$ cat src/hw/rtl/hls_pkg.sv
// shared types and angle constants for the hls to rgb converter
package hls_pkg;

	// angles in sixteenths of a degree
	localparam int DEG60  = 960;
	localparam int DEG120 = 1920;
	localparam int DEG180 = 2880;
	localparam int DEG240 = 3840;
	localparam int DEG360 = 5760;

	// floor(2^16 / 15), used for the divide by 960 as (x >> 6) / 15
	localparam int RECIP15 = 4369;

	typedef struct packed {
		logic [12:0] hue;
		logic [12:0] lightness;
		logic [12:0] saturation;
		logic        hue_undefined;
	} hls_t;

	typedef struct packed {
		logic [12:0] red;
		logic [12:0] green;
		logic [12:0] blue;
	} rgb_t;

	// classified item handed from the front to the back
	typedef struct packed {
		logic [12:0] hue;
		logic [12:0] l;
		logic [12:0] s;
		logic [12:0] ls;
		logic        low_half;
		logic        grey;
	} work_t;

endpackage

$ cat src/hw/rtl/hls_front.sv
// front end: input register, range saturation, hue wrap and the l*s product
module hls_front #(
	parameter int COLOR_FRAC_BITS = 12
) (
	input  logic          clk,
	input  logic          arst_n,
	input  logic          hls_valid,
	output logic          hls_stall,
	input  hls_pkg::hls_t hls_data,
	output logic          push_valid,
	output hls_pkg::work_t push_data,
	input  logic          push_full
);

	localparam int ONE_I = 1 << COLOR_FRAC_BITS;
	localparam logic [17:0] ONE  = 18'(ONE_I);
	localparam logic [17:0] HALF = 18'(ONE_I >> 1);
	localparam logic [12:0] HUE_WRAP = 13'(hls_pkg::DEG360);

	logic        v_s1;
	logic [12:0] hue_s1;
	logic [12:0] l_s1;
	logic [12:0] s_s1;
	logic        undef_s1;

	logic [12:0] hue_c;
	logic [12:0] l_c;
	logic [12:0] s_c;
	logic [25:0] prod;

	assign hls_stall  = v_s1 && push_full;
	assign push_valid = v_s1 && !push_full;

	always_comb begin
		hue_c = (hls_data.hue >= HUE_WRAP) ? hls_data.hue - HUE_WRAP : hls_data.hue;
		l_c = ({5'b0, hls_data.lightness} > ONE) ? ONE[12:0] : hls_data.lightness;
		s_c = ({5'b0, hls_data.saturation} > ONE) ? ONE[12:0] : hls_data.saturation;
	end

	always_ff @(posedge clk or negedge arst_n) begin
		if (!arst_n) begin
			v_s1 <= 1'b0;
		end else if (!hls_stall) begin
			v_s1 <= hls_valid;
		end
	end

	always_ff @(posedge clk) begin
		if (hls_valid && !hls_stall) begin
			hue_s1   <= hue_c;
			l_s1     <= l_c;
			s_s1     <= s_c;
			undef_s1 <= hls_data.hue_undefined;
		end
	end

	always_comb begin
		prod = {13'b0, l_s1} * {13'b0, s_s1};
		push_data.hue      = hue_s1;
		push_data.l        = l_s1;
		push_data.s        = s_s1;
		push_data.ls       = 13'(prod >> COLOR_FRAC_BITS);
		push_data.low_half = ({5'b0, l_s1} <= HALF);
		push_data.grey     = (s_s1 == 13'd0) || undef_s1;
	end

endmodule

$ cat src/hw/rtl/hls_fifo.sv
// two-entry queue between the front end and the conversion pipeline
module hls_fifo (
	input  logic           clk,
	input  logic           arst_n,
	input  logic           push_valid,
	input  hls_pkg::work_t push_data,
	output logic           full,
	output logic           pop_valid,
	output hls_pkg::work_t pop_data,
	input  logic           pop_take
);

	hls_pkg::work_t mem_q [2];
	logic           wr_ptr_q;
	logic           rd_ptr_q;
	logic [1:0]     count_q;
	logic           push;
	logic           pop;

	assign full      = (count_q == 2'd2);
	assign pop_valid = (count_q != 2'd0);
	assign pop_data  = mem_q[rd_ptr_q];
	assign push      = push_valid && !full;
	assign pop       = pop_take && pop_valid;

	always_ff @(posedge clk or negedge arst_n) begin
		if (!arst_n) begin
			wr_ptr_q <= 1'b0;
			rd_ptr_q <= 1'b0;
			count_q  <= 2'd0;
		end else begin
			if (push) begin
				wr_ptr_q <= !wr_ptr_q;
			end
			if (pop) begin
				rd_ptr_q <= !rd_ptr_q;
			end
			if (push && !pop) begin
				count_q <= count_q + 2'd1;
			end else if (pop && !push) begin
				count_q <= count_q - 2'd1;
			end
		end
	end

	always_ff @(posedge clk) begin
		if (push) begin
			mem_q[wr_ptr_q] <= push_data;
		end
	end

	a_count_range: assert property (@(posedge clk) disable iff (!arst_n)
		count_q <= 2'd2) else $error("queue count out of range");

	a_no_push_full: assert property (@(posedge clk) disable iff (!arst_n)
		push_valid |-> !full) else $error("front pushed into a full queue");

	a_no_pop_empty: assert property (@(posedge clk) disable iff (!arst_n)
		pop_take |-> pop_valid) else $error("back took from an empty queue");

	a_push_grows: assert property (@(posedge clk) disable iff (!arst_n)
		(push && !pop) |=> (count_q == $past(count_q) + 2'd1))
		else $error("queue count did not follow a lone push");

endmodule

$ cat src/hw/rtl/hls_back.sv
// back end: m1/m2, hue ramp segments, ramp multiply, divide by 60 degrees, clamp
module hls_back #(
	parameter int COLOR_FRAC_BITS = 12
) (
	input  logic           clk,
	input  logic           arst_n,
	input  logic           pop_valid,
	input  hls_pkg::work_t pop_data,
	output logic           pop_take,
	output logic           rgb_valid,
	input  logic           rgb_stall,
	output hls_pkg::rgb_t  rgb_data
);

	localparam int ONE_I = 1 << COLOR_FRAC_BITS;
	localparam logic signed [18:0] ONE = 19'(ONE_I);

	localparam logic signed [13:0] A60  = 14'(hls_pkg::DEG60);
	localparam logic signed [13:0] A120 = 14'(hls_pkg::DEG120);
	localparam logic signed [13:0] A180 = 14'(hls_pkg::DEG180);
	localparam logic signed [13:0] A240 = 14'(hls_pkg::DEG240);
	localparam logic signed [13:0] A360 = 14'(hls_pkg::DEG360);
	localparam logic [30:0] RECIP = 31'(hls_pkg::RECIP15);

	localparam logic [1:0] SEG_RISE = 2'd0;
	localparam logic [1:0] SEG_HIGH = 2'd1;
	localparam logic [1:0] SEG_FALL = 2'd2;
	localparam logic [1:0] SEG_LOW  = 2'd3;

	typedef struct packed {
		logic [1:0] mode;
		logic [9:0] a;
	} seg_t;

	// values that ride along the pipeline unchanged
	typedef struct packed {
		logic signed [15:0] m1;
		logic [13:0]        m2;
		logic [2:0][1:0]    mode;
		logic               grey;
		logic [12:0]        l;
	} side_t;

	function automatic seg_t classify(input logic signed [13:0] ang);
		logic signed [13:0] w;
		seg_t               res;
		w = ang;
		if (w > A360) begin
			w = w - A360;
		end else if (w < 14'sd0) begin
			w = w + A360;
		end
		if (w < A60) begin
			res.mode = SEG_RISE;
			res.a    = 10'(w);
		end else if (w < A180) begin
			res.mode = SEG_HIGH;
			res.a    = 10'd0;
		end else if (w < A240) begin
			res.mode = SEG_FALL;
			res.a    = 10'(A240 - w);
		end else begin
			res.mode = SEG_LOW;
			res.a    = 10'd0;
		end
		return res;
	endfunction

	logic v_s2, v_s3, v_s4, v_s5;
	logic en_s2, en_s3, en_s4, en_s5;

	side_t            side_s2, side_s3, side_s4;
	logic [13:0]      diff_s2;
	logic [2:0][9:0]  a_s2;
	logic [2:0][23:0] prod_s3;
	logic [2:0][17:0] y_s4;
	logic [2:0][14:0] q0_s4;
	hls_pkg::rgb_t    out_s5;

	side_t              side_c;
	logic [13:0]        diff_c;
	logic [2:0][9:0]    a_c;
	logic [13:0]        m2_c;
	logic [13:0]        half_diff;
	logic signed [13:0] h_c;
	logic signed [13:0] ang_c [3];
	seg_t               seg_c [3];
	logic [2:0][30:0]   qm_c;
	logic [2:0][12:0]   chan_c;

	// advance when the next stage is empty or moving
	assign en_s5    = !v_s5 || !rgb_stall;
	assign en_s4    = !v_s4 || en_s5;
	assign en_s3    = !v_s3 || en_s4;
	assign en_s2    = !v_s2 || en_s3;
	assign pop_take = pop_valid && en_s2;

	assign rgb_valid = v_s5;
	assign rgb_data  = out_s5;

	always_comb begin
		if (pop_data.low_half) begin
			m2_c = {1'b0, pop_data.l} + {1'b0, pop_data.ls};
		end else begin
			m2_c = {1'b0, pop_data.l} + {1'b0, pop_data.s} - {1'b0, pop_data.ls};
		end
		// m2 - m1 = 2 * (m2 - l), never negative
		half_diff   = m2_c - {1'b0, pop_data.l};
		diff_c      = {half_diff[12:0], 1'b0};
		side_c.m1   = $signed({2'b0, pop_data.l, 1'b0}) - $signed({2'b0, m2_c});
		side_c.m2   = m2_c;
		side_c.grey = pop_data.grey;
		side_c.l    = pop_data.l;
		h_c      = $signed({1'b0, pop_data.hue});
		ang_c[0] = h_c + A120;
		ang_c[1] = h_c;
		ang_c[2] = h_c - A120;
		for (int c = 0; c < 3; c++) begin
			seg_c[c]       = classify(ang_c[c]);
			side_c.mode[c] = seg_c[c].mode;
			a_c[c]         = seg_c[c].a;
		end
	end

	always_comb begin
		for (int c = 0; c < 3; c++) begin
			qm_c[c] = 31'(prod_s3[c][23:6]) * RECIP;
		end
	end

	// reciprocal quotient is low by at most one: one compare and step
	always_comb begin
		logic [18:0]        q15;
		logic [18:0]        rem;
		logic [14:0]        q;
		logic signed [18:0] val;
		for (int c = 0; c < 3; c++) begin
			q15 = {q0_s4[c], 4'b0} - {4'b0, q0_s4[c]};
			rem = {1'b0, y_s4[c]} - q15;
			q   = (rem >= 19'd15) ? q0_s4[c] + 15'd1 : q0_s4[c];
			case (side_s4.mode[c])
				SEG_RISE, SEG_FALL: val = {{3{side_s4.m1[15]}}, side_s4.m1} + {4'b0, q};
				SEG_HIGH:           val = {5'b0, side_s4.m2};
				SEG_LOW:            val = {{3{side_s4.m1[15]}}, side_s4.m1};
				default:            val = {{3{side_s4.m1[15]}}, side_s4.m1};
			endcase
			if (side_s4.grey) begin
				val = {6'b0, side_s4.l};
			end
			if (val < 19'sd0) begin
				val = 19'sd0;
			end else if (val > ONE) begin
				val = ONE;
			end
			chan_c[c] = val[12:0];
		end
	end

	always_ff @(posedge clk or negedge arst_n) begin
		if (!arst_n) begin
			v_s2 <= 1'b0;
			v_s3 <= 1'b0;
			v_s4 <= 1'b0;
			v_s5 <= 1'b0;
		end else begin
			if (en_s2) v_s2 <= pop_valid;
			if (en_s3) v_s3 <= v_s2;
			if (en_s4) v_s4 <= v_s3;
			if (en_s5) v_s5 <= v_s4;
		end
	end

	always_ff @(posedge clk) begin
		if (en_s2 && pop_valid) begin
			side_s2 <= side_c;
			diff_s2 <= diff_c;
			a_s2    <= a_c;
		end
		if (en_s3 && v_s2) begin
			side_s3 <= side_s2;
			for (int c = 0; c < 3; c++) begin
				prod_s3[c] <= {10'b0, diff_s2} * {14'b0, a_s2[c]};
			end
		end
		if (en_s4 && v_s3) begin
			side_s4 <= side_s3;
			for (int c = 0; c < 3; c++) begin
				y_s4[c]  <= prod_s3[c][23:6];
				q0_s4[c] <= qm_c[c][30:16];
			end
		end
		if (en_s5 && v_s4) begin
			out_s5.red   <= chan_c[0];
			out_s5.green <= chan_c[1];
			out_s5.blue  <= chan_c[2];
		end
	end

endmodule

$ cat src/hw/rtl/hls_to_rgb.sv
// top level of the hls to rgb color converter
// Converts one color per clock while the output is not stalled, from hue
// (1/16 degree), lightness and saturation to red, green and blue with
// COLOR_FRAC_BITS fraction bits. A front register saturates the inputs,
// wraps the hue and forms l*s; a two-entry queue then feeds a four-stage
// back pipeline (m1/m2 and hue ramp segments, ramp multiply, reciprocal
// multiply for the divide by 60 degrees, correction and clamp into the
// output register). Sustained rate is one transfer per clock on each side
// while the output is not stalled; each input passes the front register, the
// queue and the four back stages. In steady streaming the queue lets the
// front take one more input after the output stalls.
module hls_to_rgb #(
	parameter int COLOR_FRAC_BITS = 12
) (
	input  logic          clk,
	input  logic          arst_n,
	input  logic          hls_valid,
	output logic          hls_stall,
	input  hls_pkg::hls_t hls_data,
	output logic          rgb_valid,
	input  logic          rgb_stall,
	output hls_pkg::rgb_t rgb_data
);

	logic           push_valid;
	hls_pkg::work_t push_data;
	logic           push_full;
	logic           pop_valid;
	hls_pkg::work_t pop_data;
	logic           pop_take;

	hls_front #(
		.COLOR_FRAC_BITS(COLOR_FRAC_BITS)
	) u_front (
		.clk       (clk),
		.arst_n    (arst_n),
		.hls_valid (hls_valid),
		.hls_stall (hls_stall),
		.hls_data  (hls_data),
		.push_valid(push_valid),
		.push_data (push_data),
		.push_full (push_full)
	);

	hls_fifo u_fifo (
		.clk       (clk),
		.arst_n    (arst_n),
		.push_valid(push_valid),
		.push_data (push_data),
		.full      (push_full),
		.pop_valid (pop_valid),
		.pop_data  (pop_data),
		.pop_take  (pop_take)
	);

	hls_back #(
		.COLOR_FRAC_BITS(COLOR_FRAC_BITS)
	) u_back (
		.clk      (clk),
		.arst_n   (arst_n),
		.pop_valid(pop_valid),
		.pop_data (pop_data),
		.pop_take (pop_take),
		.rgb_valid(rgb_valid),
		.rgb_stall(rgb_stall),
		.rgb_data (rgb_data)
	);

endmodule
$ cat config.mk
export PLATFORM = sky130hd
export DESIGN_NAME = hls_to_rgb
export DESIGN_NICKNAME = d
export VERILOG_FILES = /design/src/hw/rtl/hls_pkg.sv /design/src/hw/rtl/hls_front.sv /design/src/hw/rtl/hls_fifo.sv /design/src/hw/rtl/hls_back.sv /design/src/hw/rtl/hls_to_rgb.sv
export SDC_FILE = /design/constraint.sdc
export NUM_CORES = 2
export LEC_CHECK = 0
export ABC_AREA = 1
export BUFFER_PORTS_ARGS = -buffer_cell sky130_fd_sc_hd__buf_2
export CELL_PAD_IN_SITES_DETAIL_PLACEMENT = 1
export CELL_PAD_IN_SITES_GLOBAL_PLACEMENT = 1
export CORE_ASPECT_RATIO = 1.25
export CORE_MARGIN = 1
export CORE_UTILIZATION = 43
export CTS_BUF_LIST = sky130_fd_sc_hd__clkbuf_8
export CTS_CLUSTER_DIAMETER = 150
export DETAILED_ROUTE_END_ITERATION = 16
export PLACE_DENSITY_LB_ADDON = 0.05
export SLEW_MARGIN = 10
export SYNTH_ARGS = -nofsm -noshare
export SYNTH_HDL_FRONTEND = slang
export SYNTH_SLANG_ARGS = --single-unit
$ cat constraint.sdc
create_clock -name clk -period 13.9 [get_ports clk]
set_input_delay 1.39 -clock clk [delete_from_list [all_inputs] [get_ports clk]]
set_output_delay 1.39 -clock clk [all_outputs]
set_load 0.03 [all_outputs]
### Word level (Yosys, flattened, before mapping)

Memories as Yosys holds them, arrays and structs flattened.
Cells that the tools add are included.

| cells by class | value |
|---|---|
| add/sub/neg operators | 30 |
| multiply operators | 7 |
| magnitude comparators | 27 |
| equality and inequality tests | 10 |
| muxes and demuxes | 32 |
| reduce and logical (&&, ||, !) cells | 42 |

Operators with widths:

| cell | count |
|---|---|
| $pmux W19 S3 | 3 |
| $mul A18 B13 Y31 const B | 3 |
| $lt A14 B13 Y1 const B | 6 |
| $mux W14 | 6 |
| $mul A13 B10 Y23 | 3 |
| $mux W11 | 6 |
| $ge A19 B4 Y1 const B | 3 |
| $gt A19 B14 Y1 const B | 3 |
| $lt A19 B1 Y1 const B | 3 |
| $mux W19 | 3 |
| $sub A18 B19 Y19 | 3 |
| $sub A19 B15 Y19 | 3 |
| $mux W13 | 4 |
| $add A16 B16 Y17 | 3 |
| $add A15 B1 Y15 const B | 3 |
| $mux W15 | 3 |
| $lt A14 B11 Y1 const B | 3 |
| $gt A13 B13 Y1 const B | 3 |
| $mux W10 | 3 |
| $sub A9 B10 Y10 const A | 3 |
| $add A13 B13 Y14 | 2 |
| $add A14 B14 Y14 const B | 2 |
| $gt A14 B14 Y1 const B | 2 |
| $lt A14 B1 Y1 const B | 2 |
| 24 further kinds | 70 |

| word-level totals | value |
|---|---|
| register bits | 452 |
| bits in writable memories | 108 |
| output and inout port bits | 41 |
| logic and storage cells | 204 |
| memories | 1 |

Memories:

| memory | depth | bits a word | read ports | clocked after Yosys merged registers in | write ports | RTL line | source |
|---|---|---|---|---|---|---|---|
| u_fifo.mem_q | 2 | 54 | 1 | 0 | 1 | hls_fifo.sv:13 | `hls_pkg::work_t mem_q [2];` |

### Longest topological paths before layout

| depth | value |
|---|---|
| depth after elaboration | 10 |
| depth in mapped cells | 43 |
| gate-level depth less buffers | 41 |

### By module

From an unflattened synthesis, not the netlist that was laid out.

| unflattened totals | value |
|---|---|
| cell total of the unflattened synthesis | 6,981 |
| area, all modules | 57,134.8 µm² |

By module, submodules not included:

| module | times used | cells an instance | area an instance (µm²) | sequential area each (µm²) |
|---|---|---|---|---|
| hls_back | 1 | 5,710 | 45,513.7 | 11,481.0 |
| hls_front | 1 | 958 | 7,435.9 | 1,226.2 |
| hls_fifo | 1 | 313 | 4,185.3 | 3,343.2 |

### Worst setup path after synthesis

OpenSTA, ideal clock, no wires.

| timing | value |
|---|---|
| path type | input-to-reg |
| start | input rgb_stall |
| end | register u_fifo.count_q[1] |
| library setup time | 131 ps |
| arrival time | 7,361 ps |
| path slack | 6,408 ps |
| cell stages on the path | 12 |
| path buffers | 0 |
| path through | nand2_1 > nor2_1 > inv_1 > nor2_1 > inv_1 > nor2_1 > a21oi_1 > inv_1 > ha_1 > a21oi_1 > o21ai_0 > xor2_1 |

| between the ends | value |
|---|---|
| word-level cells in the longest chain between the ends | 10 |
| elaborated cells on any way between the ends | 12 |

RTL lines:

| item | RTL line | source |
|---|---|---|
| start, declared | hls_to_rgb.sv:21 | `input logic rgb_stall,` |
| $logic_not A1 Y1 (*) | hls_back.sv:92 | `assign en_s5 = !v_s5 \|\| !rgb_stall;` |
| $logic_or A1 B1 Y1 (*) | hls_back.sv:92 |  |
| $logic_or A1 B1 Y1 (*) | hls_back.sv:93 | `assign en_s4 = !v_s4 \|\| en_s5;` |
| $logic_or A1 B1 Y1 (*) | hls_back.sv:94 | `assign en_s3 = !v_s3 \|\| en_s4;` |
| $logic_or A1 B1 Y1 (*) | hls_back.sv:95 | `assign en_s2 = !v_s2 \|\| en_s3;` |
| $logic_and A1 B1 Y1 (*) | hls_back.sv:96 | `assign pop_take = pop_valid && en_s2;` |
| net pop_take | hls_to_rgb.sv:30 | `logic pop_take;` |
| $logic_and A1 B1 Y1 (*) | hls_fifo.sv:24 | `assign pop = pop_take && pop_valid;` |
| $logic_not A1 Y1 | hls_fifo.sv:38 | `if (push && !pop) begin` |
| $logic_and A1 B1 Y1 | hls_fifo.sv:38 |  |
| $mux W2 or $reduce_bool A2 Y1 (tied branches) | -- |  |
| end signal, assigned | hls_fifo.sv:39 | `count_q <= count_q + 2'd1;` |
| end signal, assigned | hls_fifo.sv:41 | `count_q <= count_q - 2'd1;` |
| end, declared | hls_fifo.sv:16 | `logic [1:0] count_q;` |

Mark *: on every way through the listed nets, which the timed path passes. The rest lies on a longest branch.
A chain may end at the register's enable or synchronous reset.

### Worst setup path in the final report

| timing | value |
|---|---|
| start | register u_back.q0_s4[19] (netlist name) |
| end | register u_back.out_s5, in the netlist u_back.rgb_data[19], data pin |

| between the ends | value |
|---|---|
| word-level cells in the longest chain between the ends | 9 |
| elaborated cells on any way between the ends | 11 |

RTL lines:

| item | RTL line | source |
|---|---|---|
| start, declared | hls_back.sv:77 | `logic [2:0][14:0] q0_s4;` |
| start signal, assigned by index | hls_back.sv:189 | `q0_s4[c] <= qm_c[c][30:16];` |
| $sub A19 B15 Y19 | hls_back.sv:138 | `q15 = {q0_s4[c], 4'b0} - {4'b0, q0_s4[c]};` |
| $sub A18 B19 Y19 | hls_back.sv:139 | `rem = {1'b0, y_s4[c]} - q15;` |
| $ge A19 B4 Y1 | hls_back.sv:140 | `q = (rem >= 19'd15) ? q0_s4[c] + 15'd1 : q0_s4[c];` |
| $mux W15 (*) | hls_back.sv:140 |  |
| $add A16 B16 Y17 (*) | hls_back.sv:142 | `SEG_RISE, SEG_FALL: val = {{3{side_s4.m1[15]}}, side_s4.m1} + {4'b0, q};` |
| $pmux W19 S3 (*) | hls_back.sv:141 | `case (side_s4.mode[c])` |
| $mux W19 (*) | hls_back.sv:147 | `if (side_s4.grey) begin` |
| $gt A19 B14 Y1 or $lt A19 B1 Y1 (tied branches) | hls_back.sv:152, hls_back.sv:150 |  |
| $reduce_or A2 Y1 (no line) | -- |  |
| end, declared | hls_back.sv:78 | `hls_pkg::rgb_t out_s5;` |

Mark *: on every way between the ends. The rest lies on a longest branch, timed or not.

==> metrics.cfg <==
[global_route]
antenna_found_initial = 3
grt_use_total_pct = 25.6
grt_pass1_vias = 49800
grt_pass1_wl_um = 267000
gr-total-overflow = 0
grt_start_max_net_pins = 83

[die]
pin_count = 85
die_y_um = 408
start_util_pct = 43.5
num_rows = 148
die_width_um = 327
dieArea_sq_mm = 0.133
core_area_sq_mm = 0.131

[clock_network]
cts_htree_levels = 3
clock_path_buffers = 3
clock-sinks = 536
root_buffer = clkbuf_8
cts_setup_buffers = 0
holdBufCountCts = 0
clk_pin_slew_ns = 0.06
insertion_delay_ns = 0.83
cts_resized = 0
cts_buffers = 93
tritoncts = built

[timing]
fmax_ghz = 0.150
fin_tns_setup_ns = 0
timing.max_slew.rel_slack_pct = 23.7
skew_ns = 0.0607
drv_slew = 0
layout_min_cycle_time_ns = 6.68
rsz0062_at_grt = false
hold_viol_final = 0
fin_crit_sh_pct = 48.0
setup_viol_count_final = 0
worstMarginPinSlew_ns = 1.14

[placement]
port_buffers = 84
dp_hpwl_um = 136000
gp_congestion = 0.889

[cells_and_area]
areaGrowthSynthToFinish_pct = 7.57
regArea_sq_mm = 0.0161
n_fill_cell = 15800
nets = 8045
layout_common_cells = 1,633 x nand2_1, 1,472 x inv_1, 655 x ha_1, 527 x edfxtp_1, 471 x fa_1
drive_gt1_share_pct = 5.45
multi_input_area_sq_mm = 0.0346
final_common_cell = nand2_1

[routing]
avgViaCountPerCell = 5.16
routedWlPerCell_um = 19.3
wl_met1_um = 68400
drt_iter0_markers = 1779
wl_um = 168000
drcViolationCount = 0
detail-route-antenna-nets = 0
topRoutingLayerUsed = met5
detailroute.via_count = 44800
wl_met3_um = 3990
met2_length_um = 89200
firstDrtPassIters = 5

[setup_path]
critPathRequiredTime_ns = 14.43
startpoint = u_back.q0_s4[19]
crit_slowest_cell = o211ai_1
ff2ff_setup_slack_ns = 7.22
cp_num_buf_inv = 4
worstReg2RegEnd = u_back.rgb_data[19]
crit_cells = 35
worstPathArrival_ns = 7.21
crit_family = simple AND/OR/NAND/NOR gates
max_stage_delay_ns = 0.91
start_kind = flop
rr_startpoint = u_back.q0_s4[19]
crit_path_end_kind = flop
crit_end = u_back.rgb_data[19]
crit_fanout = 15
reg2reg_depth = 35
critical_path_class = reg -> reg
cpMostUsedCell = nand2_1

[synthesis]
synth_edf_count = 527
synthCells = 6800
synth_top_area_share_pct = 27.9
yosys-top-cells-area = edfxtp_1 28%, fa_1 17%, ha_1 14%
synth_fp_nets = 7970
syn_area_sq_mm = 0.0568
seq_area_frac_synth_pct = 28.3
syn_area_per_cell_sq_um = 8.35
ys_async_sr_fraction_pct = 1.68
ys_types = 65
yosysWarnings = 0
synth_flop_cell = edfxtp_1
synth_top_cell_by_area = edfxtp_1
synth_seq_cells = 536

[hold_path]
hp-class = reg -> reg

[job]
maxCapViolCount = 0

[run_status]
outcome = complete, no violations

-- flip-flops by register name (all words and copies together), names as in the netlist, 2 cells and up --
register	count
u_back.a_s2	30
u_back.q0_s4	45
u_fifo.mem_q	108
u_fifo.count_q	2
u_back.diff_s2	13
u_front.l_s1	13
u_back.prod_s3	54
u_back.rgb_data	39
u_back.side_s2	48
u_front.hue_s1	13
u_back.side_s4	48
u_back.y_s4	54
u_front.s_s1	13
u_back.side_s3	48
-- final cells by class --
cell class | count | share of cell area [%]
timing repair buffer | 124 | 1.18
clock buffer | 93 | 2.10
clock inverter | 76 | 1.10
antenna | 3 | 0.0123
multi-input combinational | 4641 | 56.7
tap | 1725 | 3.54
sequential | 536 | 26.3
inverter | 1479 | 9.11
-- cell usage after synthesis, types with 12 or more instances --
cell type     n
clkbuf_1    125
o21a_1       14
fa_1        471
a21oi_1     336
a21o_1       15
nor4_1       20
edfxtp_1    527
xor2_1      192
a31oi_1      14
or2_2        16
o21bai_1     29
nor3_1       59
o211ai_1     12
nand3_1     314
o22ai_1      22
inv_1      1463
nand4_1      64
nand3b_1     25
ha_1        655
o21ai_0     176
nor2_1      356
mux2i_1      12
nand2_2      29
xnor2_1      52
nand2_1    1633
o21ai_1      25
-- through the flow --
| step | cells | setup slack (ns) | hold slack (ns) | cell area [sq um] | util, % |
|---|---|---|---|---|---|
| 6_report | 8677 | 7.22 | 0.415 | 61100 | 46.8 |
| 3_5_place_dp | 8505 | 7.26 | 0.406 | 59100 | 45.3 |
| 5_1_grt | 8676 | 6.50 | 0.424 | 61100 | 46.8 |
| 3_3_place_gp | 8505 | 7.41 | 0.401 | 59100 | 45.3 |
| 4_1_cts | 8674 | 7.21 | 0.392 | 61000 | 46.8 |
| 2_1_floorplan | 6800 | 6.41 | 0.400 | 56800 | - |
-- metal layers --
layer / vias up / GRT usage, %
met1: 22300 / 29.1
met5: - / 0
met3: 287 / 2.12
li1: 21700 / -
met2: 603 / 49.1
met4: 2 / 9.33
-- worst min-delay path by stage --
stage / start / slack (ns) / end / cells past startpoint
4_1_cts: arst_n / 0.39 / u_fifo.wr_ptr_q / 1
3_3_place_gp: u_back.side_s2[35] / 0.40 / u_back.side_s3[35] / 0
3_5_place_dp: u_back.side_s3[17] / 0.41 / u_back.side_s4[17] / 0
5_1_grt: u_back.side_s3[27] / 0.42 / u_back.side_s4[27] / 0
2_1_floorplan: u_back.side_s2[0] / 0.40 / u_back.side_s3[0] / 0
6_report: u_back.side_s3[37] / 0.41 / u_back.side_s4[37] / 0
-- cells by family after synthesis --
group                      count (synthesis)  share of synthesized area [%]
xor gates and xnor gates                 245                           3.79
buffers and inverters                   1623                           10.8
muxes                                     12                          0.212
DFF                                      536                           28.3
AOI/OAI and AO/OA                        705                           7.01
adders and majority gates               1126                           31.1
and+or+nand+nor                         2553                           18.8
Power is left out: the tool's default activity adds up to more than one toggle a clock period on the data nets, which glitch-free logic cannot reach.
